### src/sv/pidfd_pkg.sv
`timescale 1ns / 1ps
// Shared types and constants of the filtered-derivative PID core.
package pidfd_pkg;

    localparam int SIG_W  = 16;
    localparam int TERM_W = 32;
    localparam int STAMP_W = 32;
    localparam int CFG_IDX_W = 3;

    // Shortest elapsed interval, in ticks, that yields a new output.
    localparam logic [15:0] MIN_INTERVAL_TICKS = 16'd1;
    localparam logic [15:0] DT_CAP = 16'hFFFF;

    localparam logic [SIG_W-1:0] LIM_MAX_RST = 16'h7FFF;
    localparam logic [SIG_W-1:0] LIM_MIN_RST = 16'h8000;

    typedef enum logic [CFG_IDX_W-1:0] {
        CFG_PROP_GAIN  = 3'd0,
        CFG_INTEG_GAIN = 3'd1,
        CFG_DERIV_GAIN = 3'd2,
        CFG_FILTER_TAU = 3'd3,
        CFG_OUT_MAX    = 3'd4,
        CFG_OUT_MIN    = 3'd5,
        CFG_INTEG_MAX  = 3'd6,
        CFG_INTEG_MIN  = 3'd7
    } t_cfg_idx;

    typedef struct packed {
        logic signed [SIG_W-1:0] target;
        logic signed [SIG_W-1:0] sensed;
        logic [STAMP_W-1:0]      stamp;
    } t_in;

    typedef struct packed {
        logic signed [SIG_W-1:0]  drive;
        logic                     updated;
        logic signed [TERM_W-1:0] p_part;
        logic signed [TERM_W-1:0] i_part;
        logic signed [TERM_W-1:0] d_part;
    } t_out;

endpackage

### src/sv/pid_controller_filtered_derivative_core.sv
`timescale 1ns / 1ps
// Top level: sequenced PID core with one shared multiplier and a radix-4 divider.
//
//  channel  | handshake                 | payload
//  ---------+---------------------------+----------------------------------
//  input    | i_in_valid / o_in_ready   | i_in_data  (t_in: target, sensed, stamp)
//  output   | o_out_valid / i_out_ready | o_out_data (t_out: drive, updated, terms)
//  config   | i_cfg_we                  | i_cfg_idx, i_cfg_data (no wait, no read-back)
//
// Sequence: a computed sample steps through S_DT, S_MP to S_MF, S_NUM, S_DIV,
//   S_DFIN, S_SUM and S_DONE before o_out_valid rises, and o_in_ready returns
//   with it; a repeated output (first sample, too short an interval) goes from
//   S_DT straight to S_DONE. The restoring divide (2 quotient bits per cycle)
//   for the derivative dominates; five products go one per cycle through the
//   shared 32x18 multiplier.
// One sample is in flight at a time; o_in_ready is high only while idle.
// Reset (synchronous, active low) clears the controller state and loads the
//   register defaults; a stalled output holds the sequencer in its last step.
module pid_controller_filtered_derivative_core
    import pidfd_pkg::*;
#(
    parameter logic [15:0] MIN_INTERVAL = MIN_INTERVAL_TICKS
)
(
    input  logic                 i_clk,
    input  logic                 i_rst_n,
    // sample in
    input  logic                 i_in_valid,
    output logic                 o_in_ready,
    input  t_in                  i_in_data,
    // result out
    output logic                 o_out_valid,
    input  logic                 i_out_ready,
    output t_out                 o_out_data,
    // register writes
    input  logic                 i_cfg_we,
    input  logic [CFG_IDX_W-1:0] i_cfg_idx,
    input  logic [SIG_W-1:0]     i_cfg_data
);

    localparam int MUL_A_W  = 32;
    localparam int MUL_B_W  = 18;
    localparam int PROD_W   = MUL_A_W + MUL_B_W;   // 50
    localparam int ISUM_W   = PROD_W + 1;          // integral before clamp
    localparam int NUM_W    = 50;                  // derivative numerator
    localparam int DEN_W    = 18;
    localparam int DIV_STEPS = NUM_W / 2;          // 2 bits per cycle
    localparam int CNT_W    = $clog2(DIV_STEPS);
    localparam int U_W      = TERM_W + 2;

    typedef enum logic [3:0] {
        S_IDLE, S_DT, S_MP, S_MKI, S_MI, S_MD, S_MF,
        S_NUM, S_DIV, S_DFIN, S_SUM, S_DONE
    } t_state;

    t_state r_state;

    // configuration registers
    logic signed [SIG_W-1:0] r_prop_gain, r_integ_gain, r_deriv_gain;
    logic [SIG_W-1:0]        r_filter_tau;
    logic signed [SIG_W-1:0] r_out_max, r_out_min, r_integ_max, r_integ_min;

    // controller state
    logic                     r_primed;
    logic [STAMP_W-1:0]       r_last_stamp;
    logic signed [TERM_W-1:0] r_integ_acc, r_deriv_acc, r_prop_acc;
    logic signed [SIG_W:0]    r_prev_err;
    logic signed [SIG_W-1:0]  r_prev_sensed;
    logic signed [SIG_W-1:0]  r_last_drive;

    // working registers for one sample
    t_in                      r_in;
    logic                     r_upd;
    logic [15:0]              r_dt;
    logic signed [SIG_W:0]    r_e;
    logic signed [SIG_W:0]    r_ds;
    logic signed [SIG_W+1:0]  r_esum;
    logic signed [PROD_W-1:0] r_prod;
    logic signed [TERM_W-1:0] r_p, r_i, r_d;
    logic signed [ISUM_W-1:0] r_isum;
    logic signed [32:0]       r_t1;
    logic                     r_num_neg;
    logic [DEN_W-1:0]         r_den;
    logic [DEN_W-1:0]         r_rem;
    logic [NUM_W-1:0]         r_quo;
    logic [CNT_W-1:0]         r_cnt;
    logic signed [U_W-1:0]    r_u;

    t_out r_out;
    logic r_out_valid;

    assign o_in_ready  = (r_state == S_IDLE);
    assign o_out_valid = r_out_valid;
    assign o_out_data  = r_out;

    // ---------------- elapsed time and differences ----------------
    logic [STAMP_W-1:0]      n_el;
    logic [15:0]             n_dt;
    logic                    n_short;
    always_comb begin
        n_el    = r_in.stamp - r_last_stamp;
        n_dt    = (|n_el[31:16]) ? DT_CAP : n_el[15:0];
        n_short = (n_dt == 16'd0) || (n_dt < MIN_INTERVAL);
    end

    // 2*tau -/+ dt
    logic [DEN_W-1:0]        n_tau2;
    logic signed [DEN_W-1:0] n_tdiff;
    logic [DEN_W-1:0]        n_den;
    always_comb begin
        n_tau2  = {1'b0, r_filter_tau, 1'b0};
        n_tdiff = $signed(n_tau2 - {2'b00, r_dt});
        n_den   = n_tau2 + {2'b00, r_dt};
    end

    // ---------------- shared multiplier ----------------
    logic signed [MUL_A_W-1:0] n_ma;
    logic signed [MUL_B_W-1:0] n_mb;
    logic signed [PROD_W-1:0]  n_prod;
    always_comb begin
        unique case (r_state)
            S_MP: begin   // Kp * e
                n_ma = MUL_A_W'(r_e);
                n_mb = MUL_B_W'(r_prop_gain);
            end
            S_MKI: begin  // Ki * dt
                n_ma = {16'd0, r_dt};
                n_mb = MUL_B_W'(r_integ_gain);
            end
            S_MI: begin   // (Ki*dt) * (e + prev_err)
                n_ma = r_prod[MUL_A_W-1:0];
                n_mb = r_esum;
            end
            S_MD: begin   // Kd * (sensed - prev_sensed)
                n_ma = MUL_A_W'(r_ds);
                n_mb = MUL_B_W'(r_deriv_gain);
            end
            S_MF: begin   // (2*tau - dt) * deriv_acc
                n_ma = r_deriv_acc;
                n_mb = n_tdiff;
            end
            default: begin
                n_ma = '0;
                n_mb = '0;
            end
        endcase
        n_prod = n_ma * n_mb;
    end

    // ---------------- integral clamp ----------------
    logic signed [ISUM_W-1:0] n_ihi, n_ilo;
    logic signed [TERM_W-1:0] n_iclamp;
    always_comb begin
        n_ihi = {{(ISUM_W-SIG_W-8){r_integ_max[SIG_W-1]}}, r_integ_max, 8'h00};
        n_ilo = {{(ISUM_W-SIG_W-8){r_integ_min[SIG_W-1]}}, r_integ_min, 8'h00};
        priority if (r_isum > n_ihi) begin
            n_iclamp = n_ihi[TERM_W-1:0];
        end else if (r_isum < n_ilo) begin
            n_iclamp = n_ilo[TERM_W-1:0];
        end else begin
            n_iclamp = r_isum[TERM_W-1:0];
        end
    end

    // ---------------- derivative numerator ----------------
    logic signed [NUM_W-1:0] n_num;
    logic [NUM_W-1:0]        n_mag;
    always_comb begin
        n_num = {{(NUM_W-34){r_t1[32]}}, r_t1, 1'b0} + r_prod;
        n_mag = n_num[NUM_W-1] ? NUM_W'(-n_num) : n_num;
    end

    // ---------------- divider: two restoring steps ----------------
    logic [DEN_W:0]   n_rem1, n_rem2;
    logic             n_ge1, n_ge2;
    logic [DEN_W-1:0] n_rem1r, n_rem2r;
    logic [NUM_W-1:0] n_quo;
    always_comb begin
        n_rem1  = {r_rem, r_quo[NUM_W-1]};
        n_ge1   = (n_rem1 >= {1'b0, r_den});
        n_rem1r = n_ge1 ? DEN_W'(n_rem1 - {1'b0, r_den}) : n_rem1[DEN_W-1:0];
        n_rem2  = {n_rem1r, r_quo[NUM_W-2]};
        n_ge2   = (n_rem2 >= {1'b0, r_den});
        n_rem2r = n_ge2 ? DEN_W'(n_rem2 - {1'b0, r_den}) : n_rem2[DEN_W-1:0];
        n_quo   = {r_quo[NUM_W-3:0], n_ge1, n_ge2};
    end

    // ---------------- derivative saturation ----------------
    // d = -trunc(num/den); r_quo holds |num|/den.
    logic signed [TERM_W-1:0] n_dsat;
    always_comb begin
        if (r_num_neg) begin
            n_dsat = (r_quo > NUM_W'(32'h7FFF_FFFF)) ? 32'sh7FFF_FFFF
                                                   : $signed(r_quo[TERM_W-1:0]);
        end else begin
            n_dsat = (r_quo > NUM_W'(32'h8000_0000)) ? 32'sh8000_0000
                                                   : $signed(-r_quo[TERM_W-1:0]);
        end
    end

    // ---------------- output clamp ----------------
    logic signed [U_W-1:0]   n_ohi, n_olo;
    logic signed [SIG_W-1:0] n_drive;
    always_comb begin
        n_ohi = {{(U_W-SIG_W-8){r_out_max[SIG_W-1]}}, r_out_max, 8'h00};
        n_olo = {{(U_W-SIG_W-8){r_out_min[SIG_W-1]}}, r_out_min, 8'h00};
        priority if (r_u > n_ohi) begin
            n_drive = r_out_max;
        end else if (r_u < n_olo) begin
            n_drive = r_out_min;
        end else begin
            n_drive = r_u[SIG_W+7:8];   // floor(u / 256)
        end
    end

    // ---------------- sequencer ----------------
    always_ff @(posedge i_clk) begin
        if (!i_rst_n) begin
            r_state       <= S_IDLE;
            r_out_valid   <= 1'b0;
            r_prop_gain   <= '0;
            r_integ_gain  <= '0;
            r_deriv_gain  <= '0;
            r_filter_tau  <= '0;
            r_out_max     <= LIM_MAX_RST;
            r_out_min     <= LIM_MIN_RST;
            r_integ_max   <= LIM_MAX_RST;
            r_integ_min   <= LIM_MIN_RST;
            r_primed      <= 1'b0;
            r_last_stamp  <= '0;
            r_integ_acc   <= '0;
            r_deriv_acc   <= '0;
            r_prop_acc    <= '0;
            r_prev_err    <= '0;
            r_prev_sensed <= '0;
            r_last_drive  <= '0;
        end else begin
            if (i_cfg_we) begin
                unique case (t_cfg_idx'(i_cfg_idx))
                    CFG_PROP_GAIN:  r_prop_gain  <= i_cfg_data;
                    CFG_INTEG_GAIN: r_integ_gain <= i_cfg_data;
                    CFG_DERIV_GAIN: r_deriv_gain <= i_cfg_data;
                    CFG_FILTER_TAU: r_filter_tau <= i_cfg_data;
                    CFG_OUT_MAX:    r_out_max    <= i_cfg_data;
                    CFG_OUT_MIN:    r_out_min    <= i_cfg_data;
                    CFG_INTEG_MAX:  r_integ_max  <= i_cfg_data;
                    CFG_INTEG_MIN:  r_integ_min  <= i_cfg_data;
                    default: ;
                endcase
            end

            // the done step handles its own output transfer
            if (r_out_valid && i_out_ready && r_state != S_DONE) begin
                r_out_valid <= 1'b0;
            end

            unique case (r_state)
                S_IDLE: begin
                    if (i_in_valid) begin
                        r_in    <= i_in_data;
                        r_state <= S_DT;
                    end
                end
                S_DT: begin
                    r_dt   <= n_dt;
                    r_e    <= (SIG_W+1)'(r_in.target) - (SIG_W+1)'(r_in.sensed);
                    r_ds   <= (SIG_W+1)'(r_in.sensed) - (SIG_W+1)'(r_prev_sensed);
                    r_esum <= (SIG_W+2)'(r_in.target) - (SIG_W+2)'(r_in.sensed)
                              + (SIG_W+2)'(r_prev_err);
                    if (!r_primed) begin
                        // first sample only sets the time base
                        r_primed     <= 1'b1;
                        r_last_stamp <= r_in.stamp;
                        r_upd        <= 1'b0;
                        r_state      <= S_DONE;
                    end else if (n_short) begin
                        r_upd   <= 1'b0;
                        r_state <= S_DONE;
                    end else begin
                        r_upd   <= 1'b1;
                        r_state <= S_MP;
                    end
                end
                S_MP: begin
                    r_prod  <= n_prod;
                    r_state <= S_MKI;
                end
                S_MKI: begin
                    r_p     <= r_prod[TERM_W-1:0];
                    r_prod  <= n_prod;
                    r_state <= S_MI;
                end
                S_MI: begin
                    r_prod  <= n_prod;
                    r_state <= S_MD;
                end
                S_MD: begin
                    // trapezoid: floor(product / 2) added to the integrator
                    r_isum  <= {{(ISUM_W-TERM_W){r_integ_acc[TERM_W-1]}}, r_integ_acc}
                               + {{2{r_prod[PROD_W-1]}}, r_prod[PROD_W-1:1]};
                    r_prod  <= n_prod;
                    r_state <= S_MF;
                end
                S_MF: begin
                    r_t1    <= r_prod[32:0];
                    r_i     <= n_iclamp;
                    r_prod  <= n_prod;
                    r_state <= S_NUM;
                end
                S_NUM: begin
                    r_num_neg <= n_num[NUM_W-1];
                    r_quo     <= n_mag;
                    r_rem     <= '0;
                    r_den     <= n_den;
                    r_cnt     <= '0;
                    r_state   <= S_DIV;
                end
                S_DIV: begin
                    r_rem <= n_rem2r;
                    r_quo <= n_quo;
                    r_cnt <= r_cnt + 1'b1;
                    if (r_cnt == CNT_W'(DIV_STEPS - 1)) begin
                        r_state <= S_DFIN;
                    end
                end
                S_DFIN: begin
                    r_d     <= n_dsat;
                    r_state <= S_SUM;
                end
                S_SUM: begin
                    r_u     <= U_W'(r_p) + U_W'(r_i) + U_W'(r_d);
                    r_state <= S_DONE;
                end
                S_DONE: begin
                    if (!r_out_valid || i_out_ready) begin
                        r_out_valid <= 1'b1;
                        r_state     <= S_IDLE;
                        if (r_upd) begin
                            r_prop_acc    <= r_p;
                            r_integ_acc   <= r_i;
                            r_deriv_acc   <= r_d;
                            r_prev_err    <= r_e;
                            r_prev_sensed <= r_in.sensed;
                            r_last_drive  <= n_drive;
                            r_last_stamp  <= r_in.stamp;
                            r_out.drive   <= n_drive;
                            r_out.updated <= 1'b1;
                            r_out.p_part  <= r_p;
                            r_out.i_part  <= r_i;
                            r_out.d_part  <= r_d;
                        end else begin
                            r_out.drive   <= r_last_drive;
                            r_out.updated <= 1'b0;
                            r_out.p_part  <= r_prop_acc;
                            r_out.i_part  <= r_integ_acc;
                            r_out.d_part  <= r_deriv_acc;
                        end
                    end
                end
                default: r_state <= S_IDLE;
            endcase
        end
    end

endmodule

### config.mk
export PLATFORM = sky130hd
export DESIGN_NAME = pid_controller_filtered_derivative_core
export DESIGN_NICKNAME = d
export VERILOG_FILES = /design/src/sv/pidfd_pkg.sv /design/src/sv/pid_controller_filtered_derivative_core.sv
export SDC_FILE = /design/constraint.sdc
export NUM_CORES = 2
export LEC_CHECK = 0
export BUFFER_PORTS_ARGS = -buffer_cell sky130_fd_sc_hd__buf_2
export CAP_MARGIN = 20
export CORE_MARGIN = 3
export CORE_UTILIZATION = 58
export CTS_BUF_LIST = sky130_fd_sc_hd__clkbuf_16
export DETAILED_ROUTE_END_ITERATION = 16
export GPL_TIMING_DRIVEN = 0
export MAX_ROUTING_LAYER = met4
export PLACE_DENSITY = 0.8
export SYNTH_ARGS = -nofsm -noshare
export SYNTH_HDL_FRONTEND = slang
export SYNTH_SLANG_ARGS = --single-unit
### constraint.sdc
create_clock -name i_clk -period 8.7 [get_ports i_clk]
set_input_delay 0.87 -clock i_clk [delete_from_list [all_inputs] [get_ports i_clk]]
set_output_delay 0.87 -clock i_clk [all_outputs]
set_load 0.02 [all_outputs]
==> out/results.ini <==
[place]
gp_congestion = 1.05
io_buffer_count = 184
dp_hpwl_mm = 203
dp_cells = 9724

[sta]
fin_crit_ns = 9.13
maxSlewViolCount = 0
finClkSkew_ns = 0.0723
hold_violations = 0
rsz0062_at_grt = yes
setup_slack_ns = -0.426
fin_crit_sh_pct = 105
setup_violations = 18
worst_slew_pin_slew_ns = 1.29
relSlewSlack_pct = 13.8
fmax_mhz = 110

[floorplan]
design.core.area_mm2 = 0.127
die_w_um = 364
initial_core_util_pct = 58.8
dieArea_mm2 = 0.133
num_rows = 130
ios = 203
fp.dieH_um = 364

[logic_synthesis]
seq_area_frac_synth_pct = 32.6
synth_nets = 9106
synth_edf_count = 601
synthesis.area_mm2 = 0.0744
yosysTopAreaCellShare_pct = 24.3
ys_types = 91
async_flop_share_pct = 0
yosys.area.top_type = edfxtp_1
netlist_instances = 7872
yosys_most_used_dff = edfxtp_1
avgSynthCellArea_um2 = 9.45
synth.area.top_cells = edfxtp_1, fa_1, ha_1
synth-seq-cells = 912
yosys_warnings = 0

[power_and_ir_drop]
p_total_mw = 14.0
power.density_mw_per_mm2 = 168
p_leak_nw = 35.8
ir_drop_uv = 231

[worst_setup_path]
cp-end-kind = register
worstSetupPathType = reg2reg
slowest_stage = fa_2
cp-start-kind = register
cp.arrival_ns = 9.63
crit_fanout = 5
cp_common_cell = a21oi_2
cpPeakStageDelay_ns = 0.65
critical_path_required_ns = 9.20

[global_route]
antenna_found_initial = 12
grt_usage_pct = 39.4
grt_max_degree = 75
overflow = 0
grt_pass1_wl_mm = 377
first_global_vias = 60200

[cells_and_area]
layout.cells.most_common_list = nand2_1, inv_1, edfxtp_1, fa_1, ha_1
finalNetCount = 9526
fillers = 10100
layout_commonest_cell = nand2_1
seqCellArea_mm2 = 0.0243
syn_to_final_growth_pct = 12.4
drive_above_1_share_pct = 11.4
fin_cells = 10000
multi_input_area_mm2 = 0.0461

[drt]
wire_per_inst_um = 25.4
drc = 0
ant_nets = 0
num_vias = 61400
first_iter_violations = 6491
drtPass1Iterations = 9
post_drt_via_cell_ratio = 6.11
wl_mm = 255

[clock_network]
clockRootBuffer = clkbuf_16
clock-sinks = 912
clkLatencyLatePin_ns = 0.76
clkTransAtPathRegs_ns = 0.06
ctsHtreeMaxLevel = 3
cts-hold-fix-buffers = 0
cts_buffers = 101
cts.path.max_buffers = 3
cts_tree = done

[run_status]
violations = setup timing
outcome = finished, violations left

[hold_path]
hp-class = in2reg

[run]
cap_viol_max_count = 0

synth_stat cells (all sizes together) (37+ instances only):
master,number
a211oi,37
a21boi,287
a21o,183
a21oi,358
a22oi,48
a31oi,64
and2,66
and3,42
clkbuf,325
dfxtp,311
edfxtp,601
fa,613
ha,533
inv,1017
mux2,117
mux2i,56
nand2,1265
nand2b,68
nand3,129
nand4,64
nor2,382
nor2b,87
nor3,93
o211ai,64
o21a,52
o21ai,259
o21bai,40
xnor2,207
xor2,96
final cells by class:
type,instances,area share (%)
antenna,10,0.0299
buffer,325,2.03
clock buffer,109,3.26
clock inverter,83,0.786
inverter,1018,4.57
multi-input combinational,5606,55.1
sequential,912,29.0
tap,1650,2.47
timing repair buffer,328,2.71
power breakdown:
part | internal, mW | switching, mW
logic | 1.51 | 2.72
clock network | 2.45 | 1.93
registers | 5.09 | 0.319
layer usage:
metal	routed length, µm	GRT usage [%]	vias up
met5	0	-	-
met4	14300	18.2	0
met3	26600	8.90	589
met2	113000	59.3	2990
met1	102000	51.0	30200
li1	-	-	27600
sequential cells by signal (all words and copies together) (netlist names), 18 cells and up:
register      count
o_out_data      113
r_in             64
r_isum           50
r_prod           50
r_quo            50
r_u              34
r_t1             33
r_d              32
r_deriv_acc      32
r_i              32
r_integ_acc      32
r_last_stamp     32
r_p              32
r_prop_acc       32
r_den            18
r_esum           18
r_rem            18
path summary, 6_finish.rpt:
path                                       start          endpoint  slack (ns)  depth (start not counted)
worst min-delay path               i_in_data[27]          r_in[27]        0.30                          1
worst max register to register           r_dt[2]        r_prod[48]       -0.43                         36
worst max-delay path                     r_dt[2]        r_prod[48]       -0.43                         36
worst min register to register  r_last_stamp[16]  r_last_stamp[16]        0.46                          2
cells by family (layout without fill, tap and decap cells):
group	after synthesis	count (layout)	synth area share, %
adder cells (fa/ha/maj)	1146	1146	25.5
XOR/XNOR	303	303	3.57
AO/OA/AOI/OAI	1623	1623	14.7
flip-flops	912	912	32.6
buffers and inverters	1354	1863	6.87
multiplexers	173	173	2.52
AND/OR/NAND/NOR	2361	2361	14.2
other	0	10	0
through the flow:
step                setup slack (ns)  util, %  instance area (µm²)  hold WS (ns)  setup TNS, ns
CTS                           -0.242     65.5                82900         0.266          -1.72
global route                  -0.537     66.1                83600         0.289          -6.91
detailed placement             -2.74     61.4                77700         0.454         -57.85
global placement               -2.63     61.2                77400         0.447         -55.07
floorplan                     0.0162        -                74400         0.441              0
finish                        -0.426     66.1                83600         0.303          -4.38
repair_timing:
action                     in CTS  in global routing
gates resized for setup       328                 96
setup endpoints to repair      37                 25
setup buffers                  85                 43
gates cloned                    1                  2
pin swaps                     135                 64
critical path: cells and delay by family, from the launching register on:
family          cells  cell delay (ns)
xor+xnor            1             0.09
buf+inv             6             0.68
flops               1             0.49
simple gates        3             0.40
compound gates     18             3.38
fa+ha+maj           8             3.87
Power figures use the tool's default switching activity.
